**src/sv/nearest_neighbor_scaled_blit_top_macros.svh**
```systemverilog
// assertion macros for the nearest neighbor scaled blit block
// expects clk and rst_n in the scope where a macro is used
`ifndef NEAREST_NEIGHBOR_SCALED_BLIT_TOP_MACROS_SVH
`define NEAREST_NEIGHBOR_SCALED_BLIT_TOP_MACROS_SVH
`ifndef ASSERT_OFF
`define NNSB_ASSERT(lbl, prop, msg) \
    lbl: assert property (@(posedge clk) disable iff (!rst_n) prop) else $error(msg);
`define NNSB_ASSERT_NEXT(lbl, ante, cons, msg) \
    lbl: assert property (@(posedge clk) disable iff (!rst_n) (ante) |=> (cons)) \
        else $error(msg);
`else
`define NNSB_ASSERT(lbl, prop, msg)
`define NNSB_ASSERT_NEXT(lbl, ante, cons, msg)
`endif
`endif

```
**src/sv/nnsb_pkg.sv**
```systemverilog
// shared types, constants and helpers for the nearest neighbor scaled blit
// no dependencies
`timescale 1ns / 1ps
`default_nettype none
package nnsb_pkg;

    localparam int SRC_PIXELS  = 65536;
    localparam int DISP_WIDTH  = 1024;
    localparam int DISP_HEIGHT = 768;

    localparam int ADDR_W     = $clog2(SRC_PIXELS);
    localparam int COLOR_W    = 24;
    localparam int LIN_W      = 26;
    localparam int NUM_W      = 26;
    localparam int Q_W        = 13;
    localparam int DIV_STAGES = Q_W;
    localparam int FIFO_DEPTH = 4;
    localparam int FIFO_AW    = $clog2(FIFO_DEPTH);

    localparam logic [7:0]         CHAN_MAX  = 8'd255;
    localparam logic [COLOR_W-1:0] WHITE_KEY = {CHAN_MAX, CHAN_MAX, CHAN_MAX};

    localparam logic CMD_LOAD = 1'b0;
    localparam logic CMD_DRAW = 1'b1;

    typedef enum logic [2:0] {
        REG_SRC_WIDTH,
        REG_SRC_HEIGHT,
        REG_DST_X,
        REG_DST_Y,
        REG_DST_WIDTH,
        REG_DST_HEIGHT,
        REG_DRAW_MODE
    } reg_idx_t;

    typedef struct packed {
        logic [11:0]        src_width;
        logic signed [12:0] src_height;
        logic signed [12:0] dst_x;
        logic signed [12:0] dst_y;
        logic [12:0]        dst_width;
        logic [12:0]        dst_height;
        logic [1:0]         draw_mode;
    } cfg_t;

    typedef struct packed {
        logic               is_draw;
        logic               ok;
        logic [10:0]        row;
        logic [10:0]        col;
        logic [COLOR_W-1:0] color;
        logic [11:0]        dx;
        logic [11:0]        dy;
        logic signed [13:0] scr_x;
        logic signed [13:0] scr_y;
    } fe_item_t;

    typedef struct packed {
        logic               is_draw;
        logic               ok;
        logic signed [13:0] scr_x;
        logic signed [13:0] scr_y;
        logic [COLOR_W-1:0] color;
        logic [LIN_W-1:0]   lin_addr;
    } bk_meta_t;

    typedef struct packed {
        logic full;
        logic empty;
    } q_stat_t;

    function automatic logic [12:0] abs_height(input logic signed [12:0] h);
        logic signed [12:0] neg;
        neg = -h;
        return h[12] ? 13'(neg) : 13'(h);
    endfunction

endpackage
`default_nettype wire

```
**src/sv/nnsb_fifo.sv**
```systemverilog
// short item queue between the front and back parts
// depends on nnsb_pkg
`timescale 1ns / 1ps
`default_nettype none
module nnsb_fifo (
    input  wire logic              clk,
    input  wire logic              rst_n,
    input  wire logic              push,
    input  wire nnsb_pkg::fe_item_t push_item,
    input  wire logic              pop,
    output nnsb_pkg::fe_item_t     head,
    output nnsb_pkg::q_stat_t      stat
);
    import nnsb_pkg::*;

    fe_item_t           mem_reg [0:FIFO_DEPTH-1];
    logic [FIFO_AW-1:0] wptr_reg, rptr_reg;
    logic [FIFO_AW:0]   count_reg, count_next;

    assign head       = mem_reg[rptr_reg];
    assign stat.full  = (count_reg == (FIFO_AW+1)'(FIFO_DEPTH));
    assign stat.empty = (count_reg == '0);

    always_comb
    begin
        count_next = count_reg;
        if (push && !pop)
        begin
            count_next = count_reg + 1'b1;
        end
        else if (pop && !push)
        begin
            count_next = count_reg - 1'b1;
        end
    end

    always_ff @(posedge clk or negedge rst_n)
    begin
        if (!rst_n)
        begin
            wptr_reg  <= '0;
            rptr_reg  <= '0;
            count_reg <= '0;
        end
        else
        begin
            count_reg <= count_next;
            if (push)
            begin
                wptr_reg <= wptr_reg + 1'b1;
            end
            if (pop)
            begin
                rptr_reg <= rptr_reg + 1'b1;
            end
        end
    end

    always_ff @(posedge clk)
    begin
        if (push)
        begin
            mem_reg[wptr_reg] <= push_item;
        end
    end
endmodule
`default_nettype wire

```
**config.mk**
```make
export PLATFORM = sky130hd
export DESIGN_NAME = nnsb_fifo
export DESIGN_NICKNAME = d
export VERILOG_FILES = /design/src/sv/nearest_neighbor_scaled_blit_top_macros.svh /design/src/sv/nnsb_pkg.sv /design/src/sv/nnsb_fifo.sv
export SDC_FILE = /design/constraint.sdc
export NUM_CORES = 1
export LEC_CHECK = 0
export BUFFER_PORTS_ARGS = -buffer_cell sky130_fd_sc_hd__buf_4
export CAP_MARGIN = 15
export CORE_MARGIN = 5
export CORE_UTILIZATION = 61
export CTS_CLUSTER_SIZE = 28
export DETAILED_ROUTE_END_ITERATION = 10
export HOLD_SLACK_MARGIN = 0.08
export PLACE_DENSITY = 0.84
export SLEW_MARGIN = 20
export SYNTH_ARGS = -nofsm -noshare
export SYNTH_HDL_FRONTEND = slang
export SYNTH_SLANG_ARGS = --single-unit
```
**constraint.sdc**
```tcl
create_clock -name clk -period 9.5 [get_ports clk]
set_input_delay 1.425 -clock clk [delete_from_list [all_inputs] [get_ports clk]]
set_output_delay 1.425 -clock clk [all_outputs]
set_load 0.02 [all_outputs]
```
Word-level counts from Yosys, hierarchy flattened:

Memory sizes are Yosys's and may differ from the RTL's.
Index checks and enable logic that the tools add are counted.

* register bits after elaboration: 7
* bits in writable memories: 400
* input port bits: 104
* logic and storage cells: 19
* memories: 1

* add/subtract/negate cells: 4
* equality and inequality tests: 1
* multiplexer cells: 4
* reductions and logical operators: 6

Memory list
* mem_reg: depth 4, width 100, rd ports 1, clocked after Yosys merged registers in 0, wr ports 1, RTL line nnsb_fifo.sv:16 `fe_item_t mem_reg [0:FIFO_DEPTH-1];`

Operators with widths (count)
* $mux W3: 2
* $add A2 B1 Y2 const B: 2
* $add A3 B1 Y3 const B: 1
* $eq A3 B3 Y1 const B: 1
* $logic_not A3 Y1: 1
* $sub A3 B1 Y3 const B: 1
* $logic_and A1 B1 Y1: 2
* $logic_not A1 Y1: 2
* $mux W1: 2
* $reduce_bool A2 Y1: 1

Longest topological paths before layout:

* depth after elaboration: 4
* depth in mapped cells: 7
* gate-level depth less buffers: 7

Least setup slack after synthesis:

Ideal clock, no wire load.

* path kind: input to register
* start point: input port push
* end point: memory mem_reg[1][0] (netlist bit), enable pin
* setup time: 0.470 ns
* arrival: 3.734 ns
* data required time: 9.030 ns
* setup slack: 5.296 ns
* stages: 1
* path through: and2_1

* cells in the longest elaborated chain, start to end: 2

Ends and longest elaborated chain
* from (decl): RTL line nnsb_fifo.sv:8 `input wire logic push,`
* $mux W1: RTL line nnsb_fifo.sv:61 `if (push)`
* $mux W1 (implied by the code): RTL line nnsb_fifo.sv:63 `mem_reg[wptr_reg] <= push_item;`
* to (decl): RTL line nnsb_fifo.sv:16

Every way passes these cells.

==> reports/qor.log <==
[outcome] status finished clean
[setup_path] depth of the worst register-to-register path 4
[finish] net total in the final layout 898
[sta] unrepaired setup endpoints after global routing false
[pwr] power density normalized to cell area 326 mW/mm^2
[setup_path] CP Max Fanout 58
[sta] Final Cycle Share 44.6%
[yosys] library cell occupying the most area in the post-synthesis netlist edfxtp_1
[die] Site Rows 57
[setup_path] required time at the endpoint of the critical path 8080 ps
[worst_hold_path] end point of the worst hold path wptr_reg[0]
[place] detailed placer's ending HPWL 16900 um
[clock_network] Longest Clk Path Bufs 3
[grt] GRT Overall Usage 20.0%
[clock_network] Sink Count 407
[setup_path] cell-by-cell listing of the critical path buf_4, mux4_2, buf_4
[sta] total count of max-transition violations in the final report 0
[place] pre-CTS WS 5090 ps
[die] number of primary I/O pins 206
[clock_network] H-tree levels 2
[setup_path] Largest stage delay, worst path 860 ps
[detailed_routing] drt initial violations 519
[sta] Sum Neg Setup Slack 0 ps
[clock_network] Post-CTS Setup Repair Bufs 0
[die] Floorplan Core Area 0.0241 sq mm
[die] die area 0.0275 sq mm
[yosys] Net Count, Synth 666
[clock_network] number of buffers created by CTS 39
[worst_hold_path] worst min-delay path startpoint wptr_reg[0]
[die] Die Y 166 um
[yosys] total number of yosys warnings 0
[worst_hold_path] worst min-delay path category reg -> reg
[yosys] area of the mapped netlist 0.0148 sq mm
[yosys] post-synth top area share 81.0%
[grt] initial antenna violation count 1
[grt] via count of the first global-routing pass 7176
[clock_network] cell chosen for the clock root clkbuf_16
[yosys] top area cells in the synthesized netlist edfxtp_1 81%, mux4_2 15%, dfrtp_1 1.2%
[sta] highest achievable clock rate 236 MHz
[pwr] Leakage 6.15 nW
[setup_path] sort of element at the start of the critical path flop
[finish] final std cells w/o fill 1140
[setup_path] most frequent cell on the critical path buf_4
[setup_path] CP max-delay cell dfrtp_4
[setup_path] arrival time at the worst endpoint 2810 ps
[yosys] Post-Synthesis Mean Instance Area 26.7 sq um
[flow_run] max cap viols 0
[setup_path] internal reg-to-reg setup slack 7040 ps
[detailed_routing] number of vias after detailed routing 6620
[clock_network] CTS clock-pin slew for the worst setup and hold paths 60 ps
[finish] Area Growth Syn to Fin 21.0%
[yosys] Syn Inst Count 556
[clock_network] clock latency at the later pin of the worst-skew pair 500 ps
[sta] min Tclk post-route 4240 ps
[sta] worst hold slack across all endpoints 533 ps
[finish] # fillers 1340
[yosys] sequential cell area fraction in the yosys report 82.2%
[setup_path] type of destination of the critical path output port
[worst_hold_path] hold depth 1
[grt] global route overflow 0
[detailed_routing] antenna viol nets, final 0
[grt] wire length of the first global-routing pass 42500 um
[finish] footprint of the multi-input gates 0.00246 sq mm
[sta] total count of hold-check failures in the final report 0
[detailed_routing] mean number of vias per cell 5.81
[clock_network] count of hold buffers inserted by post-cts repair 0
[sta] post-route worst setup slack 5260 ps
[setup_path] kind of critical path reg -> out
[setup_path] reg-to-reg startpoint wptr_reg[1]
[die] x dimension of the die 166 um
[sta] max-slew headroom at the worst pin 40.6%
[yosys] number of storage elements in the synthesis netlist 407
[pwr] Worst IR Drop VDD 0.237 mV
[sta] worst clock skew 9.06 ps
[place] Buffers on Ports 205
[finish] number of antenna diodes 0
[clock_network] CTS tree built
[detailed_routing] remaining design rule violation count 0
[sta] Worst Tran Pin Value 891 ps
[detailed_routing] average routed wire per standard cell 24.1 um
[place] cell count after placement 1069
[finish] flip-flop count of the largest register, all copies and words added 400
[clock_network] number of gates given a new drive strength after cts 0
[grt] maximum number of pins on one net before global-route repair 60
[finish] layout cell share with drive strength beyond 1 45.8%
[detailed_routing] first-pass iteration count of the detailed router 5
[place] routability-driven placement congestion ratio 0.719
[setup_path] RR Endpoint mem_reg[1][34]
[die] Initial Utilization 61.5%
[sta] final setup vio count 0
[finish] area taken by flip-flops and latches 0.0122 sq mm
[detailed_routing] final WL 27400 um
[yosys] Cell variety after synth 19
==> cell families (layout without fill, tap and decap cells) <==
kind of cell    Yosys count  count (layout)  share of synthesized area, %
compound gates            1               1                        0.0337
xor+xnor                  6               6                         0.354
fa+ha+maj                 6               6                         0.557
buf+inv                  26             286                          1.25
flops                   407             407                          82.2
mux                     101             101                          15.3
simple gates              9               9                         0.329
==> through the flow <==
stage / instance area, sq um / total power [mW] / util [%]
after detailed placement: 16700 / 4.42 / 69.1
after floorplan: 14800 / 3.73 / -
after global placement: 16700 / 4.36 / 69.1
after global routing: 17900 / 6.10 / 74.4
after CTS: 17900 / 5.89 / 74.2
final: 17900 / 5.84 / 74.4
==> cell usage after synthesis, drive strengths merged <==
library cell / number
nand2: 2
edfxtp: 400
ha: 5
inv: 4
fa: 1
nor2: 1
dfrtp: 7
nor3: 1
xor2: 4
and2: 4
o21ai: 1
nor3b: 1
buf: 21
xnor2: 2
clkbuf: 1
mux2: 1
mux4: 100
==> worst max-delay path: cells and delay by family, from the launching register on <==
| family | cells | cell delay, ps |
|---|---|---|
| muxes | 1 | 460 |
| buffers and inverters | 2 | 910 |
| DFF | 1 | 860 |
==> how the worst max path moves through the flow <==
stage	from	depth (start not counted)	slack, ps	end
after floorplan	push	1	5300	mem_reg[1][0]
after global placement	rptr_reg[0]	3	5060	head[68]
after detailed placement	rptr_reg[0]	3	5090	head[68]
after CTS	rptr_reg[0]	3	4540	head[68]
after global routing	rptr_reg[1]	3	5160	head[76]
final	rptr_reg[1]	3	5260	head[76]
==> final cells by class <==
cell class                 count  area share [%]
multi-input combinational    123            13.7
inverter                       4          0.0837
clock inverter                23            1.00
timing repair buffer         213            9.14
clock buffer                  46            5.82
tap                          324            2.26
sequential                   407            68.0
==> placed cells by master (no fill, tap or decap) <==
| cell | netlist | routed |
|---|---|---|
| fa_1 | 1 | 1 |
| nand2_1 | 2 | 2 |
| inv_1 | 4 | 4 |
| buf_16 | 0 | 2 |
| buf_4 | 2 | 211 |
| xor2_1 | 4 | 4 |
| dfrtp_1 | 7 | 5 |
| and2_4 | 0 | 4 |
| mux4_2 | 100 | 100 |
| nor2_1 | 1 | 1 |
| mux2_2 | 1 | 1 |
| clkinv_1 | 0 | 10 |
| clkinvlp_4 | 0 | 1 |
| bufinv_16 | 0 | 3 |
| xnor2_1 | 2 | 2 |
| clkbuf_16 | 0 | 41 |
| nor3_1 | 1 | 1 |
| nor3b_1 | 1 | 1 |
| ha_1 | 5 | 5 |
| clkinv_2 | 0 | 9 |
| dfrtp_4 | 0 | 2 |
| o21ai_0 | 1 | 1 |
| edfxtp_1 | 400 | 400 |
| clkbuf_1 | 1 | 5 |
==> power breakdown <==
| group | leakage [nW] | internal (mW) | switching [mW] |
|---|---|---|---|
| Sequential | 3.75 | 2.35 | 0.143 |
| Clock | 0.605 | 0.864 | 0.602 |
| Combinational | 1.80 | 0.866 | 1.01 |
==> routing by layer <==
metal / vias up / wire length [um] / global-route usage (%)
li1: 2858 / - / -
met1: 3472 / 10200 / 26.2
met2: 247 / 14700 / 34.4
met3: 41 / 2000 / 5.09
met4: 2 / 542 / 5.16
met5: - / 12 / 0
Power figures use the tool's default switching activity.
