==> src/sv/nearest_neighbor_scaled_blit_top_macros.svh <==
// assertion macros for the nearest neighbor scaled blit block
// expects clk and rst_n in the scope where a macro is used
`ifndef NEAREST_NEIGHBOR_SCALED_BLIT_TOP_MACROS_SVH
`define NEAREST_NEIGHBOR_SCALED_BLIT_TOP_MACROS_SVH
`ifndef ASSERT_OFF
`define NNSB_ASSERT(lbl, prop, msg) \
    lbl: assert property (@(posedge clk) disable iff (!rst_n) prop) else $error(msg);
`define NNSB_ASSERT_NEXT(lbl, ante, cons, msg) \
    lbl: assert property (@(posedge clk) disable iff (!rst_n) (ante) |=> (cons)) \
        else $error(msg);
`else
`define NNSB_ASSERT(lbl, prop, msg)
`define NNSB_ASSERT_NEXT(lbl, ante, cons, msg)
`endif
`endif

==> src/sv/nnsb_pkg.sv <==
// shared types, constants and helpers for the nearest neighbor scaled blit
// no dependencies
`timescale 1ns / 1ps
`default_nettype none
package nnsb_pkg;

    localparam int SRC_PIXELS  = 65536;
    localparam int DISP_WIDTH  = 1024;
    localparam int DISP_HEIGHT = 768;

    localparam int ADDR_W     = $clog2(SRC_PIXELS);
    localparam int COLOR_W    = 24;
    localparam int LIN_W      = 26;
    localparam int NUM_W      = 26;
    localparam int Q_W        = 13;
    localparam int DIV_STAGES = Q_W;
    localparam int FIFO_DEPTH = 4;
    localparam int FIFO_AW    = $clog2(FIFO_DEPTH);

    localparam logic [7:0]         CHAN_MAX  = 8'd255;
    localparam logic [COLOR_W-1:0] WHITE_KEY = {CHAN_MAX, CHAN_MAX, CHAN_MAX};

    localparam logic CMD_LOAD = 1'b0;
    localparam logic CMD_DRAW = 1'b1;

    typedef enum logic [2:0] {
        REG_SRC_WIDTH,
        REG_SRC_HEIGHT,
        REG_DST_X,
        REG_DST_Y,
        REG_DST_WIDTH,
        REG_DST_HEIGHT,
        REG_DRAW_MODE
    } reg_idx_t;

    typedef struct packed {
        logic [11:0]        src_width;
        logic signed [12:0] src_height;
        logic signed [12:0] dst_x;
        logic signed [12:0] dst_y;
        logic [12:0]        dst_width;
        logic [12:0]        dst_height;
        logic [1:0]         draw_mode;
    } cfg_t;

    typedef struct packed {
        logic               is_draw;
        logic               ok;
        logic [10:0]        row;
        logic [10:0]        col;
        logic [COLOR_W-1:0] color;
        logic [11:0]        dx;
        logic [11:0]        dy;
        logic signed [13:0] scr_x;
        logic signed [13:0] scr_y;
    } fe_item_t;

    typedef struct packed {
        logic               is_draw;
        logic               ok;
        logic signed [13:0] scr_x;
        logic signed [13:0] scr_y;
        logic [COLOR_W-1:0] color;
        logic [LIN_W-1:0]   lin_addr;
    } bk_meta_t;

    typedef struct packed {
        logic full;
        logic empty;
    } q_stat_t;

    function automatic logic [12:0] abs_height(input logic signed [12:0] h);
        logic signed [12:0] neg;
        neg = -h;
        return h[12] ? 13'(neg) : 13'(h);
    endfunction

endpackage
`default_nettype wire

==> src/sv/nnsb_front.sv <==
// front part: configuration registers, input accept and item classification
// depends on nnsb_pkg
`timescale 1ns / 1ps
`default_nettype none
module nnsb_front (
    input  wire logic                    clk,
    input  wire logic                    rst_n,
    input  wire logic                    cfg_valid,
    output logic                         cfg_ready,
    input  wire logic [2:0]              cfg_index,
    input  wire logic [12:0]             cfg_data,
    input  wire logic                    in_valid,
    output logic                         in_ready,
    input  wire logic                    cmd,
    input  wire logic [10:0]             src_row,
    input  wire logic [10:0]             src_col,
    input  wire logic [23:0]             pixel_color,
    input  wire logic [11:0]             dx,
    input  wire logic [11:0]             dy,
    input  wire nnsb_pkg::q_stat_t       q_stat,
    output logic                         q_push,
    output nnsb_pkg::fe_item_t           q_item,
    output nnsb_pkg::cfg_t               cfg
);
    import nnsb_pkg::*;

    cfg_t        cfg_reg, cfg_next;
    logic [12:0] abs_h;
    logic        geom_ok, in_rect, on_screen, clip;
    logic signed [13:0] scr_x, scr_y;

    assign cfg       = cfg_reg;
    assign cfg_ready = 1'b1;
    assign in_ready  = !q_stat.full;
    assign q_push    = in_valid && !q_stat.full;

    always_comb
    begin
        cfg_next = cfg_reg;
        if (cfg_valid)
        begin
            unique case (reg_idx_t'(cfg_index))
                REG_SRC_WIDTH:  cfg_next.src_width  = cfg_data[11:0];
                REG_SRC_HEIGHT: cfg_next.src_height = cfg_data;
                REG_DST_X:      cfg_next.dst_x      = cfg_data;
                REG_DST_Y:      cfg_next.dst_y      = cfg_data;
                REG_DST_WIDTH:  cfg_next.dst_width  = cfg_data;
                REG_DST_HEIGHT: cfg_next.dst_height = cfg_data;
                REG_DRAW_MODE:  cfg_next.draw_mode  = cfg_data[1:0];
                default:        cfg_next = cfg_reg;
            endcase
        end
    end

    always_ff @(posedge clk or negedge rst_n)
    begin
        if (!rst_n)
        begin
            cfg_reg.src_width  <= 12'd1;
            cfg_reg.src_height <= 13'sd1;
            cfg_reg.dst_x      <= '0;
            cfg_reg.dst_y      <= '0;
            cfg_reg.dst_width  <= 13'd1;
            cfg_reg.dst_height <= 13'd1;
            cfg_reg.draw_mode  <= 2'd1;
        end
        else
        begin
            cfg_reg <= cfg_next;
        end
    end

    // classify the item while it is accepted
    always_comb
    begin
        abs_h     = abs_height(cfg_reg.src_height);
        clip      = cfg_reg.draw_mode[0];
        scr_x     = $signed({cfg_reg.dst_x[12], cfg_reg.dst_x}) + $signed({2'b00, dx});
        scr_y     = $signed({cfg_reg.dst_y[12], cfg_reg.dst_y}) + $signed({2'b00, dy});
        geom_ok   = (cfg_reg.src_width != '0) && (abs_h != '0)
                    && (cfg_reg.dst_width != '0) && (cfg_reg.dst_height != '0);
        in_rect   = ({1'b0, dx} < cfg_reg.dst_width) && ({1'b0, dy} < cfg_reg.dst_height);
        on_screen = !scr_x[13] && !scr_y[13]
                    && ($unsigned(scr_x) < 14'(DISP_WIDTH))
                    && ($unsigned(scr_y) < 14'(DISP_HEIGHT));

        q_item.is_draw = (cmd == CMD_DRAW);
        q_item.row     = src_row;
        q_item.col     = src_col;
        q_item.color   = pixel_color;
        q_item.dx      = dx;
        q_item.dy      = dy;
        q_item.scr_x   = scr_x;
        q_item.scr_y   = scr_y;
        if (cmd == CMD_DRAW)
        begin
            q_item.ok = geom_ok && in_rect && (!clip || on_screen);
        end
        else
        begin
            q_item.ok = ({1'b0, src_col} < cfg_reg.src_width);
        end
    end
endmodule
`default_nettype wire

==> config.mk <==
export PLATFORM = sky130hd
export DESIGN_NAME = nnsb_front
export DESIGN_NICKNAME = d
export VERILOG_FILES = /design/src/sv/nearest_neighbor_scaled_blit_top_macros.svh /design/src/sv/nnsb_pkg.sv /design/src/sv/nnsb_front.sv
export SDC_FILE = /design/constraint.sdc
export NUM_CORES = 1
export LEC_CHECK = 0
export ABC_CLOCK_PERIOD_IN_PS = 5000
export BUFFER_PORTS_ARGS = -buffer_cell sky130_fd_sc_hd__buf_4
export CORE_MARGIN = 3
export CORE_UTILIZATION = 40
export DETAILED_ROUTE_END_ITERATION = 10
export PLACE_DENSITY = 0.79
export SKIP_CTS_REPAIR_TIMING = 1
export SYNTH_ARGS = -nofsm -noshare
export SYNTH_HDL_FRONTEND = slang
export SYNTH_SLANG_ARGS = --single-unit
==> constraint.sdc <==
create_clock -name clk -period 5 [get_ports clk]
set_clock_uncertainty 0.15 [all_clocks]
set_input_delay 1 -clock clk [delete_from_list [all_inputs] [get_ports clk]]
set_output_delay 1 -clock clk [all_outputs]
set_load 0.05 [all_outputs]
== Word-level counts from Yosys, hierarchy flattened ==
Cells that the tools add are included.

* Add/sub/neg operators: 3
* Order comparisons: 5
* Equality and inequality tests: 6
* Mux-type cells: 2
* Reductions and logical operators: 27

{| class="wikitable"
|+ Operators with widths
! cell !! number
|-
| 13-bit nonzero test || 3
|-
| 13-bit by 13-bit adder with 14-bit output || 2
|-
| 12-bit by 13-bit less-than comparator with 1-bit output || 2
|-
| 14-bit by 10-bit less-than comparator with 1-bit output, second input constant || 1
|-
| 14-bit by 11-bit less-than comparator with 1-bit output, second input constant || 1
|-
| 2-bit AND reduction || 7
|-
| 13-bit 2-to-1 mux || 1
|-
| 13-bit negation || 1
|-
| 11-bit by 12-bit less-than comparator with 1-bit output || 1
|-
| 12-bit nonzero test || 1
|-
| 1-bit logical AND || 10
|-
| 3-bit == test, second input constant || 3
|-
| 3-bit by 2-bit == test with 1-bit output, second input constant || 2
|-
| 1-bit logical NOT || 4
|-
| 3-bit by 1-bit == test with 1-bit output, second input constant || 1
|-
| 3-bit logical NOT || 1
|-
| 1-bit logical OR || 1
|-
| 1-bit 2-to-1 mux || 1
|}

* Register bits after elaboration: 79
* Input bits: 93
* Output and inout bits: 182
* Word-level logic and storage cells: 50

== Logic depth before layout (Yosys ltp) ==
Gate-level depths: netlist of run 1.

* Word-level depth: 9
* Mapped depth: 10
* Depth with buffers taken out: 10

== Worst setup path before layout of run 1 ==
OpenSTA, ideal clock, no wires.

* Path type: input -> output
* Start point: in dy[0]
* End point: out q_item[98] (netlist bit)
* Arrival time: 4.307 ns
* Data required time: 3.850 ns
* Setup slack: -0.457 ns
* Stages on the path: 10
* Path buffers: 0
* Cell sequence: ha_1 -> fa_1 -> a21o_1 -> a221oi_2 -> a21oi_2 -> a21o_1 -> a21oi_1 -> xnor2_1 -> or4_1 -> o31ai_2

{| class="wikitable"
|+ RTL lines
! element !! RTL line !! text
|-
| start: declaration || nnsb_front.sv:19 || <nowiki>input wire logic [11:0] dy,</nowiki>
|-
| end: declaration || nnsb_front.sv:22 || <nowiki>output nnsb_pkg::fe_item_t q_item,</nowiki>
|}

==> results of run 1 <==
-- metal layers --
metal / share of wire [%] / wire length (um) / vias up / global-route usage [%]
met5: 0 / 0 / - / 0
li1: - / - / 2158 / -
met3: 6.9 / 1170 / 37 / 4.03
met1: 41 / 6890 / 2268 / 26.4
met2: 50 / 8450 / 194 / 37.5
met4: 2.6 / 435 / 0 / 8.79
-- per-stage QoR --
stage	setup TNS [ps]	cell area (um^2)	hold WS (ps)	setup slack (ps)
3_3_place_gp	-92.9	6860	345	-92.9
3_5_place_dp	-104	6860	355	-104
2_1_floorplan	-52.6	5620	554	-52.6
6_report	0	7180	376	85.7
5_1_grt	-27.3	7180	410	-27.3
4_1_cts	-108	7140	381	-108
-- placed cells by master (no fill, tap or decap), types with 7 or more instances in the layout --
master     synthesis  final
xor2_1             8      8
nor4_1            12     12
mux2_1            15     15
a21oi_1           21     20
clkbuf_16          0      9
dfrtp_1           74     74
nand2b_1           7      7
ha_1              56     55
inv_1             43     43
nand2_1           27     27
xnor2_1           12     10
a21o_1            12     12
nor2_1            13     13
o21ai_0           30     30
buf_4             72    209
nor3_1            12     10
mux2_2            43     43
-- kinds of logic (layout without fill, tap and decap cells) --
family                     after synthesis  after routing  synth area share, %
AOI/OAI and AO/OA                      108            108                 12.7
xor gates and xnor gates                20             20                 3.17
adders and majority gates               58             58                 13.4
buffers and inverters                  123            270                 13.3
DFF                                     79             79                 35.9
muxes                                   59             59                 12.0
other                                    1              1               0.0679
and+or+nand+nor                        100            100                 9.49
-- worst min-delay path by stage --
stage                     depth (start not counted)       to
after floorplan                                   0  cfg[10]
after global placement                            1   cfg[1]
after detailed placement                          1   cfg[1]
after CTS                                         1   cfg[1]
after global routing                              1  cfg[57]
final                                             1  cfg[49]
-- power groups by stage --
| stage | clock [uW] | combinational [uW] | sequential, uW |
|---|---|---|---|
| floorplan | 0 | 1210 | 1400 |
| global placement | 0 | 2240 | 940 |
| detailed placement | 0 | 2290 | 944 |
| CTS | 618 | 2290 | 935 |
| global route | 641 | 2440 | 957 |
| finish | 605 | 2300 | 937 |
-- layout make-up --
class,instances,area (um^2)
Tap cell,176,220
Multi-Input combinational cell,346,2950
Fill cell,1212,6170
Inverter,43,161
Clock inverter,7,48.8
Sequential cell,79,1980
Timing Repair Buffer,211,1590
Clock buffer,9,225
-- Yosys cell counts, types with 2 or more instances --
cell type	number	area (um^2)
buf_4	72	541
a211o_1	3	26.3
fa_1	2	40.0
nor3_1	12	60.1
o21ai_0	30	150
o21a_1	5	37.5
nand3_1	5	25.0
o211ai_1	5	37.5
mux2_1	15	169
mux2_2	43	484
dfstp_2	5	131
nand2_1	27	101
nor2b_1	5	31.3
o211a_1	2	20.0
inv_1	43	161
a31oi_1	4	25.0
o31ai_1	2	15.0
a211oi_1	6	45.0
nand4b_1	3	26.3
nand4_1	5	31.3
and4b_1	2	20.0
nor3b_1	2	15.0
xor2_1	8	70.1
o21ai_1	3	15.0
o21bai_1	4	30.0
ha_1	56	701
a21oi_1	21	105
nor2_1	13	48.8
dfrtp_1	74	1850
xnor2_1	12	105
o31a_1	2	17.5
a21o_1	12	90.1
nor4_1	12	75.1
and3_1	3	18.8
clkbuf_1	8	30.0
nand2b_1	7	43.8
==> impl_metrics.tcl, run 1 <==
set metrics [dict create \
    vias_per_cell 5.35 \
    startpoint "dy[0]" \
    period_share_pct 98.3 \
    cp.buffers_inverters 2 \
    r2r_end "cfg[40]" \
    hp-start "cfg[49]" \
    antenna_found_initial 0 \
    status "finished clean" \
    gp_congestion 0.929 \
    io_pins 275 \
    synth-edff-count 0 \
    die_w_um 124 \
    finalMaxSlewViolations 0 \
    grt_max_degree 80 \
    min_path_type "reg -> reg" \
    ir_drop_mv 0.232 \
    core-area_um2 13300 \
    r2r_start "cfg[40]" \
    grt_remaining_overflow 0 \
    largest_reg_flops 79 \
    drv_cap 0 \
    path_cells "buf_6 -> ha_4 -> fa_2 -> a21o_1 -> a221oi_4 -> a211oi_2 -> or2b_1 -> o311ai_2 -> a211o_1 -> or4_4 -> o31ai_4 -> buf_6" \
    ys_dominant_reg_cell "dfrtp_1" \
    via_count 4657 \
    fin_util_pct 53.8 \
    cts-buffers-inserted 9 \
    critPathRequiredTime_ps 3850 \
    p_leak_uw 0.00351 \
    ff2ff_path_depth 1 \
    clkPwrFrac_pct 15.7 \
    startpoint_type "input port" \
    cp_max_fo 3 \
    nets 841 \
    syn-num-nets 699 \
    clockBufferDepth 2 \
    setup_violations 0 \
    fmaxAchievable_mhz 203 \
    endpoint_kind "primary output" \
    ys_warn_count 0 \
    switching_share_pct 51.1 \
    insertion_delay_ps 340 \
    synth_seq_area_share_pct 35.9 \
    cp_top_family "compound AO/OA/AOI/OAI gates" \
    cts_tree "built" \
    cts.sinks 79 \
    p_int_uw 1880 \
    synth_cell_types 51 \
    drt-pass1-iter-count 4 \
    drc 0 \
    path_class "in -> out" \
    root_buffer "clkbuf_16" \
    die_y_um 124 \
    hpwl_mm 13.4 \
    syn_inst 548 \
    slowest_stage "or4_4" \
    seq_power_share_pct 24.4 \
    synth_area_per_cell_um2 10.1 \
    cp.arrival_ps 3760 \
    diodes 0 \
    relSlewSlack_pct 25.3 \
    clk_pin_slew_ps 60 \
    grtUsageTotal_pct 21.6 \
    slowest_delay_ps 430 \
    comb_power_share_pct 59.9 \
    finalHoldViolCount 0 \
    wl_per_cell_um 19.4 \
    crit_cells 12 \
    row_count 42 \
    reg2reg_setup_slack_ps 3960 \
    placed_cells 854 \
    p_sw_uw 1960 \
    numPortBuffers 202 \
    endpoint "q_item[98]" \
    finalNonFillerCells 871 \
    dieArea_um2 15300 \
    wl_mm 16.9 \
    htree_levels 3 \
    p_per_area_nw_per_um2 535 \
    cp_common_cell "buf_6" \
    min_period_ps 4910 \
    ys_ff_latch 79 \
    dr.first_iter.drc_count 237 \
    worstMarginPinSlew_ps 1110 \
    finalPower_uw 3840 \
    area_delta_synth_final_pct 30.0 \
    ant_nets 0 \
    grt_pass1_wl_mm 25.2 \
    async_flop_share_pct 100 \
    grt_pass1_vias 4817 \
    initial_core_util_pct 41.4 \
    netlist_area_um2 5520 \
    drive_gt1_share_pct 42.0 \
]
No activity file was read; power rests on OpenSTA's default activity.
==> inputs of run 2 (changes only) <==
Settings changed: CTS_BUF_LIST set to sky130_fd_sc_hd__clkbuf_4.
==> impl_metrics.tcl, run 2 (same netlist as run 1, synthesis figures left out) <==
set metrics [dict create \
    status "finished clean" \
    drv_cap 0 \
    nets 841 \
    startpoint_type "input port" \
    cts_tree "built" \
    comb_power_share_pct 64.3 \
    place_ws_ps -104 \
    ant_nets 0 \
    fmaxAchievable_mhz 204 \
    finalMaxSlewViolations 0 \
    p_leak_uw 0.00344 \
    path_class "in -> out" \
    wl_per_cell_um 19.5 \
    worstMarginPinSlew_ps 1110 \
    diodes 0 \
    finalHoldViolCount 0 \
    htree_levels 3 \
    initial_core_util_pct 41.4 \
    die_y_um 124 \
    core-area_um2 13300 \
    critPathRequiredTime_ps 3850 \
    hpwl_mm 13.4 \
    drt-pass1-iter-count 4 \
    p_sw_uw 1930 \
    final_cell_mix "buf_4 (209), dfrtp_1 (74), ha_1 (55), inv_1 (43), mux2_2 (43)" \
    setup_violations 0 \
    seq_power_share_pct 26.1 \
    antenna_found_initial 0 \
    wl_mm 17.0 \
    endpoint_kind "primary output" \
    ir_drop_mv 0.259 \
    vias_per_cell 5.35 \
    clkPwrFrac_pct 9.5 \
    grt_max_degree 80 \
    relSlewSlack_pct 25.3 \
    final.fill_count 1226 \
    row_count 42 \
    die_w_um 124 \
    cts.sinks 79 \
    drc 0 \
    cp.arrival_ps 3760 \
    ff2ff_path_depth 1 \
    grt_pass1_wl_mm 25.2 \
    via_count 4661 \
    final_common_cell "buf_4" \
    grt_remaining_overflow 0 \
    insertion_delay_ps 410 \
    finalWorstSetupSlack_ps 87.3 \
    clk_pin_slew_ps 140 \
    drive_gt1_share_pct 42.0 \
    switching_share_pct 54.0 \
    clockBufferDepth 2 \
    fin_area_um2 7020 \
    numPortBuffers 202 \
    fin_util_pct 52.6 \
    p_per_area_nw_per_um2 509 \
    min_period_ps 4910 \
    root_buffer "clkbuf_4" \
    cp_max_fo 3 \
    io_pins 275 \
    gp_congestion 0.929 \
    p_int_uw 1640 \
    grtUsageTotal_pct 21.6 \
    min_path_type "reg -> reg" \
    tns_ps 0 \
    largest_reg_flops 79 \
    dieArea_um2 15300 \
    holdPathStages 1 \
    cts-buffers-inserted 9 \
    period_share_pct 98.3 \
    dr.first_iter.drc_count 205 \
    placedInstanceArea_um2 6860 \
    area_delta_synth_final_pct 27.2 \
    grt_pass1_vias 4817 \
]
run 2: path summary, 6_finish.rpt:
kind	start	to	slack [ps]
max in group asynchronous	rst_n	cfg[78]	3470
min in group asynchronous	rst_n	cfg[36]	570
worst max-delay path	dy[0]	q_item[98]	90
worst min register to register	cfg[49]	cfg[49]	390
worst max register to register	cfg[40]	cfg[40]	3950
worst min-delay path	cfg[49]	cfg[49]	390
run 2: power groups by stage:
| stage | clock, uW | combinational, uW | sequential (uW) |
|---|---|---|---|
| 2_1_floorplan | 0 | 1210 | 1400 |
| 3_3_place_gp | 0 | 2240 | 940 |
| 3_5_place_dp | 0 | 2290 | 944 |
| 4_1_cts | 353 | 2290 | 933 |
| 5_1_grt | 378 | 2440 | 955 |
| 6_report | 340 | 2300 | 935 |
run 2: through the flow:
| step | std cells | hold slack, ps | power [uW] |
|---|---|---|---|
| 6_report | 871 | 394 | 3580 |
| 5_1_grt | 871 | 428 | 3770 |
| 4_1_cts | 870 | 398 | 3580 |
| 3_5_place_dp | 854 | 355 | 3230 |
| 3_3_place_gp | 854 | 345 | 3180 |
| 2_1_floorplan | 548 | 554 | 2610 |
run 2: area by class of cell:
type	count	area (um^2)	share of cell area, %
Timing Repair Buffer	211	1590	22.7
Sequential cell	79	1980	28.2
Tap cell	176	220	3.14
Multi-Input combinational cell	346	2950	42.0
Clock buffer	9	67.6	0.962
Inverter	43	161	2.30
Clock inverter	7	48.8	0.695
run 2: critical path: stages:
cell and delay [ps]:
buf_6 100, ha_4 160, fa_2 340, a21o_1 230
a221oi_4 370, a211oi_2 150, or2b_1 190, o311ai_2 90
a211o_1 320, or4_4 430, o31ai_4 180, buf_6 180
run 2: layer usage:
| metal | part of all wire (%) | vias up | global-route usage [%] |
|---|---|---|---|
| met3 | 6.6 | 37 | 3.80 |
| met2 | 50 | 181 | 37.4 |
| met1 | 41 | 2278 | 26.5 |
| li1 | - | 2165 | - |
| met5 | 0 | - | 0 |
| met4 | 2.4 | 0 | 8.86 |
